$ cat config.mk
export PLATFORM = sky130hd
export DESIGN_NAME = mask_window_bounding_box_top_flat
export DESIGN_NICKNAME = d
export VERILOG_FILES = /design/src/mwbb_pkg.sv /design/src/mwbb_if.sv /design/src/mask_window_bounding_box_top.sv /design/src/mwbb_cfg_regs.sv /design/src/flat_wrapper.sv
export SDC_FILE = /design/constraint.sdc
export NUM_CORES = 1
export LEC_CHECK = 0
export ABC_AREA = 1
export BUFFER_PORTS_ARGS = -buffer_cell sky130_fd_sc_hd__buf_4
export CELL_PAD_IN_SITES_DETAIL_PLACEMENT = 0
export CELL_PAD_IN_SITES_GLOBAL_PLACEMENT = 1
export CORE_ASPECT_RATIO = 2
export CORE_UTILIZATION = 47
export DETAILED_ROUTE_END_ITERATION = 10
export HOLD_SLACK_MARGIN = 0.08
export PLACE_DENSITY = 0.89
export SKIP_CTS_REPAIR_TIMING = 1
export SYNTH_ARGS = -nofsm -noshare
export SYNTH_HDL_FRONTEND = slang
export SYNTH_SLANG_ARGS = --single-unit
$ cat constraint.sdc
create_clock -name clk -period 7.95 [get_ports clk]
set_clock_uncertainty 0.05 [all_clocks]
set_input_delay 1.1925 -clock clk [delete_from_list [all_inputs] [get_ports clk]]
set_output_delay 1.1925 -clock clk [all_outputs]
set_load 0.005 [all_outputs]
$ cat src/mwbb_pkg.sv
// ----------------------------------------------------------------------------
// mwbb_pkg
// Shared widths, register indexes and the configuration bundle of the
// mask window bounding box block.
// ----------------------------------------------------------------------------
package mwbb_pkg;

	localparam int DIM_W     = 13;
	localparam int END_W     = 14;
	localparam int THR_W     = 9;
	localparam int PIX_W     = 8;
	localparam int CFG_IDX_W = 3;
	localparam int CFG_DAT_W = 14;
	localparam int MAX_DIM_DEF = 4096;

	localparam logic [CFG_IDX_W-1:0] REG_THRESHOLD    = 3'd0;
	localparam logic [CFG_IDX_W-1:0] REG_IMAGE_WIDTH  = 3'd1;
	localparam logic [CFG_IDX_W-1:0] REG_IMAGE_HEIGHT = 3'd2;
	localparam logic [CFG_IDX_W-1:0] REG_ROW_START    = 3'd3;
	localparam logic [CFG_IDX_W-1:0] REG_ROW_END      = 3'd4;
	localparam logic [CFG_IDX_W-1:0] REG_COL_START    = 3'd5;
	localparam logic [CFG_IDX_W-1:0] REG_COL_END      = 3'd6;

	localparam logic [DIM_W-1:0] NONE_MIN = '1;
	localparam logic [END_W-1:0] END_FULL = '1;

	// effective configuration seen by the datapath
	typedef struct packed {
		logic [THR_W-1:0] threshold;
		logic [DIM_W-1:0] width;
		logic [DIM_W-1:0] height;
		logic [DIM_W-1:0] row_start;
		logic [END_W-1:0] row_end;
		logic [DIM_W-1:0] col_start;
		logic [END_W-1:0] col_end;
	} cfg_t;

endpackage

$ cat src/mwbb_if.sv
// ----------------------------------------------------------------------------
// mwbb_pix_if / mwbb_box_if
// Valid/ready channels for the pixel stream and the bounding box results.
// ----------------------------------------------------------------------------
interface mwbb_pix_if;
	logic       valid;
	logic       ready;
	logic [7:0] pixel;

	modport source (output valid, output pixel, input ready);
	modport sink (input valid, input pixel, output ready);
endinterface

interface mwbb_box_if;
	logic        valid;
	logic        ready;
	logic [12:0] top_row;
	logic [12:0] bottom_row_end;
	logic [12:0] left_col;
	logic [12:0] right_col_end;

	modport source (output valid, output top_row, output bottom_row_end,
		output left_col, output right_col_end, input ready);
	modport sink (input valid, input top_row, input bottom_row_end,
		input left_col, input right_col_end, output ready);
endinterface

$ cat src/mask_window_bounding_box_top.sv
// ----------------------------------------------------------------------------
// mask_window_bounding_box_top
// Streaming bounding box of pixels at or above threshold inside a row/column window.
// ----------------------------------------------------------------------------
// channel  dir  payload                                           role
// pix      in   pixel[7:0]                                        raster pixels
// box      out  top_row, bottom_row_end, left_col, right_col_end  one per frame
// cfg      in   cfg_wen, cfg_index[2:0], cfg_data[13:0]           register write
//
// One pixel per clock unless a pending result holds the frame's last pixel; a
// request waits in the input register and updates the counters and min/max
// trackers as it leaves it. The frame's last pixel loads the result register.
// Reset clears the trackers and counters; no clearing pass is needed.
// A stalled result holds only the frame's last pixel; new pixels wait behind it.
module mask_window_bounding_box_top import mwbb_pkg::*; #(
	parameter int MAX_DIM = MAX_DIM_DEF
) (
	input  logic                 clk,
	input  logic                 arst_n,
	input  logic                 cfg_wen,
	input  logic [CFG_IDX_W-1:0] cfg_index,
	input  logic [CFG_DAT_W-1:0] cfg_data,
	mwbb_pix_if.sink             pix,
	mwbb_box_if.source           box
);

	cfg_t cfg;

	logic             valid_s1;
	logic [PIX_W-1:0] pixel_s1;

	logic [DIM_W-1:0] col_count_q;
	logic [DIM_W-1:0] row_count_q;
	logic [DIM_W-1:0] min_row_q;
	logic [DIM_W-1:0] max_row_q;
	logic [DIM_W-1:0] min_col_q;
	logic [DIM_W-1:0] max_col_q;
	logic [1:0]       hit_flags_q;

	logic [DIM_W-1:0] min_row_d;
	logic [DIM_W-1:0] max_row_d;
	logic [DIM_W-1:0] min_col_d;
	logic [DIM_W-1:0] max_col_d;
	logic [1:0]       hit_flags_d;

	logic             hit;
	logic             line_end;
	logic             last;
	logic             adv;
	logic [DIM_W:0]   col_next;
	logic [DIM_W:0]   row_next;
	logic [2*DIM_W-1:0] row_bounds;
	logic [2*DIM_W-1:0] col_bounds;

	logic             box_valid_q;

	function automatic logic [2*DIM_W-1:0] calc_bounds(
		input logic [DIM_W-1:0] minv,
		input logic [DIM_W-1:0] maxv,
		input logic             vld,
		input logic [DIM_W-1:0] start,
		input logic [DIM_W-1:0] size,
		input logic [END_W-1:0] e_end
	);
		logic [DIM_W-1:0] fb;
		logic [DIM_W-1:0] top;
		logic [DIM_W+1:0] top_p2;
		logic [DIM_W-1:0] res;
		fb     = (start > size) ? start : size;
		top    = (minv < fb) ? minv : fb;
		top_p2 = {2'b00, top} + (DIM_W+2)'(2);
		if (vld && maxv > top)
			res = maxv + DIM_W'(1);
		else if (!e_end[END_W-1] && {2'b00, e_end[DIM_W-1:0]} >= top_p2)
			res = top + DIM_W'(1);
		else
			res = e_end[DIM_W-1:0];
		return {top, res};
	endfunction

	mwbb_cfg_regs #(
		.MAX_DIM (MAX_DIM)
	) u_cfg (
		.clk       (clk),
		.arst_n    (arst_n),
		.cfg_wen   (cfg_wen),
		.cfg_index (cfg_index),
		.cfg_data  (cfg_data),
		.cfg       (cfg)
	);

	assign col_next = {1'b0, col_count_q} + (DIM_W+1)'(1);
	assign row_next = {1'b0, row_count_q} + (DIM_W+1)'(1);
	assign line_end = col_next >= {1'b0, cfg.width};
	assign last     = line_end && (row_next >= {1'b0, cfg.height});
	assign hit      = {1'b0, pixel_s1} >= cfg.threshold;

	assign adv       = valid_s1 && (!last || !box_valid_q || box.ready);
	assign pix.ready = !valid_s1 || adv;

	always_comb begin
		min_row_d   = min_row_q;
		max_row_d   = max_row_q;
		min_col_d   = min_col_q;
		max_col_d   = max_col_q;
		hit_flags_d = hit_flags_q;
		if (hit) begin
			if (row_count_q >= cfg.row_start && row_count_q < min_row_q)
				min_row_d = row_count_q;
			if (!cfg.row_end[END_W-1] && row_count_q < cfg.row_end[DIM_W-1:0] &&
				(!hit_flags_q[0] || row_count_q > max_row_q)) begin
				max_row_d      = row_count_q;
				hit_flags_d[0] = 1'b1;
			end
			if (col_count_q >= cfg.col_start && col_count_q < min_col_q)
				min_col_d = col_count_q;
			if (!cfg.col_end[END_W-1] && col_count_q < cfg.col_end[DIM_W-1:0] &&
				(!hit_flags_q[1] || col_count_q > max_col_q)) begin
				max_col_d      = col_count_q;
				hit_flags_d[1] = 1'b1;
			end
		end
	end

	assign row_bounds = calc_bounds(min_row_d, max_row_d, hit_flags_d[0],
		cfg.row_start, cfg.height, cfg.row_end);
	assign col_bounds = calc_bounds(min_col_d, max_col_d, hit_flags_d[1],
		cfg.col_start, cfg.width, cfg.col_end);

	always_ff @(posedge clk or negedge arst_n) begin
		if (!arst_n) begin
			valid_s1 <= 1'b0;
		end else if (pix.valid && pix.ready) begin
			valid_s1 <= 1'b1;
		end else if (adv) begin
			valid_s1 <= 1'b0;
		end
	end

	always_ff @(posedge clk) begin
		if (pix.valid && pix.ready)
			pixel_s1 <= pix.pixel;
	end

	always_ff @(posedge clk or negedge arst_n) begin
		if (!arst_n) begin
			col_count_q <= '0;
			row_count_q <= '0;
			min_row_q   <= NONE_MIN;
			max_row_q   <= '0;
			min_col_q   <= NONE_MIN;
			max_col_q   <= '0;
			hit_flags_q <= '0;
		end else if (adv) begin
			if (last) begin
				col_count_q <= '0;
				row_count_q <= '0;
				min_row_q   <= NONE_MIN;
				max_row_q   <= '0;
				min_col_q   <= NONE_MIN;
				max_col_q   <= '0;
				hit_flags_q <= '0;
			end else begin
				if (line_end) begin
					col_count_q <= '0;
					row_count_q <= row_next[DIM_W-1:0];
				end else begin
					col_count_q <= col_next[DIM_W-1:0];
				end
				min_row_q   <= min_row_d;
				max_row_q   <= max_row_d;
				min_col_q   <= min_col_d;
				max_col_q   <= max_col_d;
				hit_flags_q <= hit_flags_d;
			end
		end
	end

	always_ff @(posedge clk or negedge arst_n) begin
		if (!arst_n) begin
			box_valid_q <= 1'b0;
		end else if (adv && last) begin
			box_valid_q <= 1'b1;
		end else if (box.ready) begin
			box_valid_q <= 1'b0;
		end
	end

	always_ff @(posedge clk) begin
		if (adv && last) begin
			box.top_row        <= row_bounds[2*DIM_W-1:DIM_W];
			box.bottom_row_end <= row_bounds[DIM_W-1:0];
			box.left_col       <= col_bounds[2*DIM_W-1:DIM_W];
			box.right_col_end  <= col_bounds[DIM_W-1:0];
		end
	end

	assign box.valid = box_valid_q;

endmodule

$ cat src/mwbb_cfg_regs.sv
// ----------------------------------------------------------------------------
// mwbb_cfg_regs
// Configuration registers with size clamping and end resolution.
// ----------------------------------------------------------------------------
module mwbb_cfg_regs import mwbb_pkg::*; #(
	parameter int MAX_DIM = MAX_DIM_DEF
) (
	input  logic                 clk,
	input  logic                 arst_n,
	input  logic                 cfg_wen,
	input  logic [CFG_IDX_W-1:0] cfg_index,
	input  logic [CFG_DAT_W-1:0] cfg_data,
	output cfg_t                 cfg
);

	localparam logic [DIM_W+1:0] MaxDim = (DIM_W+2)'(MAX_DIM);

	logic [THR_W-1:0] threshold_q;
	logic [DIM_W-1:0] image_width_q;
	logic [DIM_W-1:0] image_height_q;
	logic [DIM_W-1:0] row_start_q;
	logic [END_W-1:0] row_end_q;
	logic [DIM_W-1:0] col_start_q;
	logic [END_W-1:0] col_end_q;
	logic [DIM_W-1:0] w_eff;
	logic [DIM_W-1:0] h_eff;

	function automatic logic [DIM_W-1:0] eff_size(input logic [DIM_W-1:0] v);
		logic [DIM_W-1:0] r;
		if (v == '0)
			r = DIM_W'(1);
		else if ({2'b00, v} > MaxDim)
			r = DIM_W'(MAX_DIM);
		else
			r = v;
		return r;
	endfunction

	always_ff @(posedge clk or negedge arst_n) begin
		if (!arst_n) begin
			threshold_q    <= '0;
			image_width_q  <= DIM_W'(4096);
			image_height_q <= DIM_W'(4096);
			row_start_q    <= '0;
			row_end_q      <= END_FULL;
			col_start_q    <= '0;
			col_end_q      <= END_FULL;
		end else if (cfg_wen) begin
			unique case (cfg_index)
				REG_THRESHOLD:    threshold_q    <= cfg_data[THR_W-1:0];
				REG_IMAGE_WIDTH:  image_width_q  <= cfg_data[DIM_W-1:0];
				REG_IMAGE_HEIGHT: image_height_q <= cfg_data[DIM_W-1:0];
				REG_ROW_START:    row_start_q    <= cfg_data[DIM_W-1:0];
				REG_ROW_END:      row_end_q      <= cfg_data[END_W-1:0];
				REG_COL_START:    col_start_q    <= cfg_data[DIM_W-1:0];
				REG_COL_END:      col_end_q      <= cfg_data[END_W-1:0];
				default: ;
			endcase
		end
	end

	assign w_eff = eff_size(image_width_q);
	assign h_eff = eff_size(image_height_q);

	always_comb begin
		cfg.threshold = threshold_q;
		cfg.width     = w_eff;
		cfg.height    = h_eff;
		cfg.row_start = row_start_q;
		cfg.col_start = col_start_q;
		cfg.row_end   = (row_end_q == END_FULL) ? {1'b0, h_eff} : row_end_q;
		cfg.col_end   = (col_end_q == END_FULL) ? {1'b0, w_eff} : col_end_q;
	end

endmodule
$ cat src/flat_wrapper.sv
// flat-port wrapper written by rule: the top's interface ports become plain ports
module mask_window_bounding_box_top_flat import mwbb_pkg::*;
#(
	parameter int MAX_DIM = MAX_DIM_DEF
)
  (clk, arst_n, cfg_wen, cfg_index, cfg_data, pix_valid, pix_pixel, pix_ready, box_valid, box_top_row, box_bottom_row_end, box_left_col, box_right_col_end, box_ready);
  mwbb_pix_if pix_i ();
  mwbb_box_if box_i ();
  input  logic clk;
  input  logic arst_n;
  input  logic cfg_wen;
  input  logic [CFG_IDX_W-1:0] cfg_index;
  input  logic [CFG_DAT_W-1:0] cfg_data;
  input wire logic [$bits(pix_i.valid)-1:0] pix_valid;
  input wire logic [$bits(pix_i.pixel)-1:0] pix_pixel;
  output wire logic [$bits(pix_i.ready)-1:0] pix_ready;
  output wire logic [$bits(box_i.valid)-1:0] box_valid;
  output wire logic [$bits(box_i.top_row)-1:0] box_top_row;
  output wire logic [$bits(box_i.bottom_row_end)-1:0] box_bottom_row_end;
  output wire logic [$bits(box_i.left_col)-1:0] box_left_col;
  output wire logic [$bits(box_i.right_col_end)-1:0] box_right_col_end;
  input wire logic [$bits(box_i.ready)-1:0] box_ready;
  assign pix_i.valid = pix_valid;
  assign pix_i.pixel = pix_pixel;
  assign pix_ready = pix_i.ready;
  assign box_valid = box_i.valid;
  assign box_top_row = box_i.top_row;
  assign box_bottom_row_end = box_i.bottom_row_end;
  assign box_left_col = box_i.left_col;
  assign box_right_col_end = box_i.right_col_end;
  assign box_i.ready = box_ready;
  mask_window_bounding_box_top #(.MAX_DIM(MAX_DIM)) u_core (.clk(clk), .arst_n(arst_n), .cfg_wen(cfg_wen), .cfg_index(cfg_index), .cfg_data(cfg_data), .pix(pix_i), .box(box_i));
endmodule
-- After elaboration in Yosys (flattened, before gate mapping)
Index checks and enable logic that the tools add are counted.
- ROM bits: 0
- input bits: 30
- memory bits (writable): 0
- memories kept: 0
- bits in latches: 0
- output and inout bits: 54
- register bits after elaboration: 231
- add/sub/neg operators: 8
- bitwise operators: 0
- $mul: 0
- shifts and indexed selects: 0
- reduce and logical (&&, ||, !) cells: 40
- mux-type cells: 38
- div/mod/pow operators: 0
- equal/unequal tests: 8
- order comparisons: 21
- operators by type and width (kind ; count):
    13-bit two-way mux ; 28
    13-bit greater-than comparator ; 6
    13-bit < comparator ; 6
    13-bit by 1-bit adder with 13-bit output (second input constant) ; 4
    13-bit by 15-bit greater-or-equal comparator with 1-bit output ; 2
    13-bit by 1-bit adder with 14-bit output (second input constant) ; 2
    13-bit by 2-bit adder with 14-bit output (second input constant) ; 2
    14-bit equality test (second input constant) ; 2
    14-bit by 13-bit greater-or-equal comparator with 1-bit output ; 2
    14-bit two-way mux ; 2
    13-bit greater-or-equal comparator ; 2
    13-bit greater-than comparator (second input constant) ; 2
    13-bit zero test ; 2
    2-bit AND reduction ; 8
    1-bit logical AND ; 14
    3-bit equality test (second input constant) ; 3
    8-bit by 9-bit greater-or-equal comparator with 1-bit output ; 1
    1-bit zero test ; 7
    3-bit by 2-bit equality test with 1-bit output (second input constant) ; 2
    1-bit two-way mux ; 6
    2-bit nonzero test ; 3
    1-bit logical OR ; 5
    2-bit two-way mux ; 2
    3-bit by 1-bit equality test with 1-bit output (second input constant) ; 1
    3-bit zero test ; 1

-- Depth between registers and ports, before layout
- word-level depth: 12
- depth in mapped cells: 52

-- Hierarchy
From an unflattened synthesis, not the netlist that was laid out.
- cells, all modules: 2558
- area, all modules: 18828.1 um^2
- by module, submodules not included (module ; sequential area each (um^2) ; cells each ; area each (um^2) ; times used):
    mask_window_bounding_box_top ; 3886.2 ; 2030 ; 14686.6 ; 1
    mwbb_cfg_regs ; 2264.7 ; 528 ; 4141.5 ; 1

-- Least setup slack after synthesis
No wires, ideal clock.
- kind: reg-to-reg
- from: register u_core.u_cfg.image_width_q[8]
- to: register u_core.box.right_col_end[3], data pin
- slack: 1.798 ns
- clock period less this slack: 6.152 ns
- path buffers: 3
- arrival time: 5.846 ns
- cell stages (with the launch flop): 49
- library setup time: 0.256 ns
- data required time: 7.644 ns
- cells stage by stage: dfrtp_1 > nor4_2 > nand2_1 > nand2_1 > inv_1 > nor2_1 > inv_1 > ha_1 > nand2_1 > nand2_1 > nand2_1 > nand2_1 > a21oi_1 > nand2_1 > nand2_1 > clkbuf_1 > nand2_1 > o21ai_0 > [13 not listed] > nand2_1 > nor2_4 > xor2_1 > ha_1 > nand2_1 > o21ai_0 > o21a_1 > o21ai_0 > nand2_1 > nand2_1 > nand2_1 > o21ai_0 > nand2_1 > nand3_2 > buf_4 > nand2_1 > nand3_1 > nand2_1
- word-level cells in the longest chain between the ends: 12
- elaborated cells between the ends (all ways): 25
- classes of those cells: 3 x add/sub; 6 x order compare; 11 x mux; 5 x reduce/logical
- RTL lines (what ; line ; text):
    from (decl) ; mwbb_cfg_regs.sv:19 ; logic [DIM_W-1:0] image_width_q;
    from (signal assigned) ; mwbb_cfg_regs.sv:51 ; REG_IMAGE_WIDTH: image_width_q <= cfg_data[DIM_W-1:0];
    13-bit greater-than comparator ; mwbb_cfg_regs.sv:32 ; else if ({2'b00, v} > MaxDim)
    13-bit two-way mux ; mwbb_cfg_regs.sv:32 ;
    13-bit two-way mux * ; mwbb_cfg_regs.sv:30 ; if (v == '0)
    13-bit greater-than comparator ; mask_window_bounding_box_top.sv:69 ; fb = (start > size) ? start : size;
    13-bit two-way mux * ; mask_window_bounding_box_top.sv:69 ;
    13-bit < comparator ; mask_window_bounding_box_top.sv:70 ; top = (minv < fb) ? minv : fb;
    13-bit two-way mux * ; mask_window_bounding_box_top.sv:70 ;
    named net u_core.col_bounds[14] ; mask_window_bounding_box_top.sv:53 ; logic [2*DIM_W-1:0] col_bounds;
    13-bit by 2-bit adder with 14-bit output ; mask_window_bounding_box_top.sv:71 ; top_p2 = {2'b00, top} + (DIM_W+2)'(2);
    13-bit by 15-bit greater-or-equal comparator with 1-bit output ; mask_window_bounding_box_top.sv:74 ; else if (!e_end[END_W-1] && {2'b00, e_end[DIM_W-1:0]} >= top_p2)
    1-bit logical AND ; mask_window_bounding_box_top.sv:74 ;
    13-bit two-way mux ; mask_window_bounding_box_top.sv:74 ;
    13-bit two-way mux * ; mask_window_bounding_box_top.sv:72 ; if (vld && maxv > top)
    named net u_core.col_bounds[3] ; mask_window_bounding_box_top.sv:53 ;
    to (signal assigned) ; mask_window_bounding_box_top.sv:194 ; box.right_col_end <= col_bounds[DIM_W-1:0];
    to (decl) ; mwbb_if.sv:23 ; output left_col, output right_col_end, input ready);
The timed path passes the listed nets; every way through them passes the cells marked *.
A chain may end at the register's enable or synchronous reset.

-- Worst setup path after layout
- from: register u_core.u_cfg.image_height_q[1]
- to: register u_core.box.bottom_row_end[7], data pin
- word-level cells in the longest chain between the ends: 12
- elaborated cells between the ends (all ways): 25
- classes of those cells: 3 x add/sub; 6 x order compare; 11 x mux; 5 x reduce/logical
- RTL lines (what ; line ; text):
    from (decl) ; mwbb_cfg_regs.sv:20 ; logic [DIM_W-1:0] image_height_q;
    from (signal assigned) ; mwbb_cfg_regs.sv:52 ; REG_IMAGE_HEIGHT: image_height_q <= cfg_data[DIM_W-1:0];
    13-bit greater-than comparator ; mwbb_cfg_regs.sv:32 ;
    13-bit two-way mux ; mwbb_cfg_regs.sv:32 ;
    13-bit two-way mux * ; mwbb_cfg_regs.sv:30 ;
    13-bit greater-than comparator ; mask_window_bounding_box_top.sv:69 ;
    13-bit two-way mux * ; mask_window_bounding_box_top.sv:69 ;
    13-bit < comparator ; mask_window_bounding_box_top.sv:70 ;
    13-bit two-way mux * ; mask_window_bounding_box_top.sv:70 ;
    named net u_core.row_bounds[15] ; mask_window_bounding_box_top.sv:52 ; logic [2*DIM_W-1:0] row_bounds;
    13-bit by 2-bit adder with 14-bit output ; mask_window_bounding_box_top.sv:71 ;
    13-bit by 15-bit greater-or-equal comparator with 1-bit output ; mask_window_bounding_box_top.sv:74 ;
    1-bit logical AND ; mask_window_bounding_box_top.sv:74 ;
    13-bit two-way mux ; mask_window_bounding_box_top.sv:74 ;
    13-bit two-way mux * ; mask_window_bounding_box_top.sv:72 ;
    named net u_core.row_bounds[7] ; mask_window_bounding_box_top.sv:52 ;
    to (signal assigned) ; mask_window_bounding_box_top.sv:192 ; box.bottom_row_end <= row_bounds[DIM_W-1:0];
    to (decl) ; mwbb_if.sv:22 ; modport source (output valid, output top_row, output bottom_row_end,
Marks and branches as above.

==> summary.md <==
| Metric | Value |
|---|---|
| Clk slew on worst S/H paths | 0.07 ns |
| Hold Crit Depth | 2 |
| TNS Setup | 0 ns |
| Fillers | approximately 3900 |
| Setup crit start kind | flop |
| Dominant cell by count in the synthesized netlist | nand2_1 |
| Max Clk Rate | around 130 MHz |
| Wire per inst | 22.8 um |
| R2R cell count | 43 |
| Die height | roughly 290 um |
| I/O Pins | 84 |
| Post-synth top area cell | ha_1 |
| RSZ-0062 raised after global routing | false |
| Top cells by instance count after synthesis | 649 x nand2_1, 404 x inv_1, 277 x o21ai_0, 244 x ha_1, 174 x nand3_1 |
| Synth warn | 0 |
| Worst skew pair latency | ~0.56 ns |
| Hold Fails Final Rpt | 0 |
| EDFF count, synth | 60 |
| Final nets | 2930 |
| Seq/Total Area, Yosys | approximately a third |
| Cells after synthesis | around 2600 |
| Share of layout cells above drive strength 1 | 12.8% |
| Post-synthesis cell type count | 60 |
| Delay of the slowest cell on the worst path | 0.39 ns |
| Slew Limit Headroom | between 10 and 15% |
| Largest net degree at the start of global routing | 100 |
| Post-route ant nets | 0 |
| CP max FO | 18 |
| Status | completed |
| Hpwl dp | 57500 um |
| Drt pass-1 iters | 7 |
| Total grt overflow | 0 |
| Hold crit path type | flop to flop |
| Routed WL | 72900 um |
| Critical Path RT | 8.21 ns |
| Final worst path period share | 93.6% |
| Via-to-Cell Ratio | 5.60 |
| Leading post-synthesis cells by cell area | ha_1 16%, dfrtp_1 15%, nand2_1 13%, edfxtp_1 9.6%, inv_1 8.0% |
| Maxcap violations | 0 |
| Global-route wire length before repair | roughly 110000 um |
| Total CTS buffers | 25 |
| Clk Tree Root Cell | clkbuf_16 |
| Setup violators final | 0 |
| Syn_area_per_cell | 7.39 um2 |
| Post-synth ARST share | between 70% and 80% |
| Synth Register Bits | approximately 230 |
| Die Area | 41000 um2 |
| R2R setup slack | just over 0.5 ns |
| Hold path start | u_core.u_cfg.image_height_q[10] |
| Critical path's top delay family | simple AND/OR/NAND/NOR gates |
| Global-route usage over all layers | 36.8% |
| Initial antenna violation count | 1 |
| Initial Util | 47.7% |
| Crit path kind | flop to flop |
| Clk buf depth | 3 |
| CTS tree | yes |
| Synth top area share | between 10% and 20% |
| Placer Congestion | 1.03 |
| Worst EP arrival | 7.70 ns |
| Detailed-route DRC error count | 0 |
| Area Growth Syn to Fin | 12.0% |
| CP most frequent cell | nand2_1 |
| Port bufs | 83 |
| Buffer and inverter count on the worst path | 8 |
| Syn Nets | between 2000 and 3000 |
| Worst Hold End | u_core.u_cfg.image_height_q[10] |
| Vias in the first global route | about 18000 |
| Initial DRC Count | 990 |
| Critical Path Slowest Stage Cell | dfrtp_1 |
| Worst slew pin tran | 1.26 ns |
| H-tree Lvls | 1 |
| Primary FF master, synth | dfrtp_1 |
| Final min period | 7.44 ns |
| Core Footprint | just under 40000 um2 |
| Crit Reg-Reg Endpoint | u_core.box.bottom_row_end[7] |
| Clk sinks | between 200 and 250 |
| Worst setup EP type | flop |
| Synth Cell Area | 18900 um2 |
| DR vias | 17900 |
| Cell row count | 103 |
| DIE WIDTH | 144 um |
| Worst R2R Start | u_core.u_cfg.image_height_q[1] |
| Final Max Tran Viols | 0 |
-- worst max path at each step --
| stage | startpoint | end | slack [ns] | cells past startpoint |
|---|---|---|---|---|
| after floorplan | u_core.u_cfg.image_width_q[8] | u_core.box.right_col_end[3] | 1.80 | 48 |
| after global placement | u_core.u_cfg.image_width_q[2] | u_core.box.right_col_end[3] | 0.60 | 46 |
| after detailed placement | u_core.u_cfg.image_height_q[4] | u_core.box.bottom_row_end[7] | 0.53 | 45 |
| after CTS | u_core.u_cfg.image_height_q[4] | u_core.box.bottom_row_end[7] | 0.52 | 45 |
| after global routing | u_core.u_cfg.image_height_q[1] | u_core.box.bottom_row_end[7] | 0.005 | 44 |
| final | u_core.u_cfg.image_height_q[1] | u_core.box.bottom_row_end[7] | 0.51 | 43 |
-- cell usage in the layout (no fill, tap or decap), types with 11 or more instances in the layout --
| cell type | n |
|---|---|
| o21ai_1 | 15 |
| nor2_1 | 123 |
| o21a_1 | 12 |
| ha_1 | 244 |
| xor2_1 | 47 |
| clkbuf_16 | 26 |
| dfrtp_1 | 115 |
| o21ai_2 | 14 |
| nor2_2 | 18 |
| inv_2 | 11 |
| edfxtp_1 | 60 |
| o21ai_0 | 274 |
| dfstp_2 | 56 |
| a21oi_1 | 96 |
| nand2_1 | 648 |
| buf_4 | 136 |
| nor3_1 | 22 |
| a211oi_1 | 11 |
| inv_1 | 404 |
| nand4_1 | 36 |
| nand2_2 | 28 |
| nand3_1 | 174 |
-- stage by stage --
| step | std cells | area, um2 | util [%] | hold WS [ns] | setup slack, ns |
|---|---|---|---|---|---|
| after floorplan | 2551 | 18900 | - | 0.403 | 1.80 |
| after global placement | 3152 | 20200 | 51.2 | 0.416 | 0.598 |
| after detailed placement | 3152 | 20200 | 51.2 | 0.423 | 0.532 |
| after CTS | 3197 | 21100 | 53.3 | 0.444 | 0.522 |
| after global routing | 3200 | 21100 | 53.4 | 0.464 | 0.00494 |
| final | 3200 | 21100 | 53.4 | 0.442 | 0.506 |
-- logic make-up (layout without fill, tap and decap cells) --
logic type,after synthesis,count (layout),synth area share [%]
flip-flops,231,231,32.6
adder cells (fa/ha/maj),244,244,16.2
XOR/XNOR,51,51,2.37
AND/OR/NAND/NOR,1095,1095,25.6
other,0,1,0
buffers and inverters,477,600,9.96
AO/OA/AOI/OAI,453,453,13.2
-- worst register-to-register path: cells and delay by family (launching register included) --
family | cells | cell delay [ns]
AO/OA/AOI/OAI | 3 | 0.55
AND/OR/NAND/NOR | 27 | 3.91
flip-flops | 1 | 0.39
adder cells (fa/ha/maj) | 4 | 1.28
XOR/XNOR | 1 | 0.12
buffers and inverters | 8 | 0.93
-- sequential cells by signal (all words and copies together) (netlist names), 13 cells and up --
| register | cells |
|---|---|
| u_core.u_cfg.row_end_q | 14 |
| u_core.u_cfg.col_start_q | 13 |
| u_core.col_count_q | 13 |
| u_core.box.right_col_end | 13 |
| u_core.max_row_q | 13 |
| u_core.max_col_q | 13 |
| u_core.box.top_row | 13 |
| u_core.box.left_col | 13 |
| u_core.min_row_q | 13 |
| u_core.u_cfg.col_end_q | 14 |
| u_core.u_cfg.row_start_q | 13 |
| u_core.u_cfg.image_width_q | 13 |
| u_core.u_cfg.image_height_q | 13 |
| u_core.row_count_q | 13 |
| u_core.box.bottom_row_end | 13 |
| u_core.min_col_q | 13 |
-- per-layer routing --
| metal | GRT usage (%) | share of wire [%] |
|---|---|---|
| met3 | 5.79 | 4.6 |
| met5 | 0 | 0 |
| met4 | 39.5 | 13 |
| met1 | 30.9 | 30 |
| met2 | 68.5 | 53 |
-- area by class of cell --
type | instances | area, um2 | share of cell area, %
Sequential cell | 231 | 6150 | 29.1
Multi-Input combinational cell | 1843 | 10800 | 51.3
Tap cell | 525 | 657 | 3.11
Inverter | 417 | 1570 | 7.44
Timing Repair Buffer | 138 | 1050 | 4.98
Clock buffer | 31 | 699 | 3.31
Antenna cell | 1 | 2.50 | 0.0119
Clock inverter | 14 | 144 | 0.681
Power is left out: the tool's default activity adds up to more than one toggle a clock period on the data nets, which glitch-free logic cannot reach.
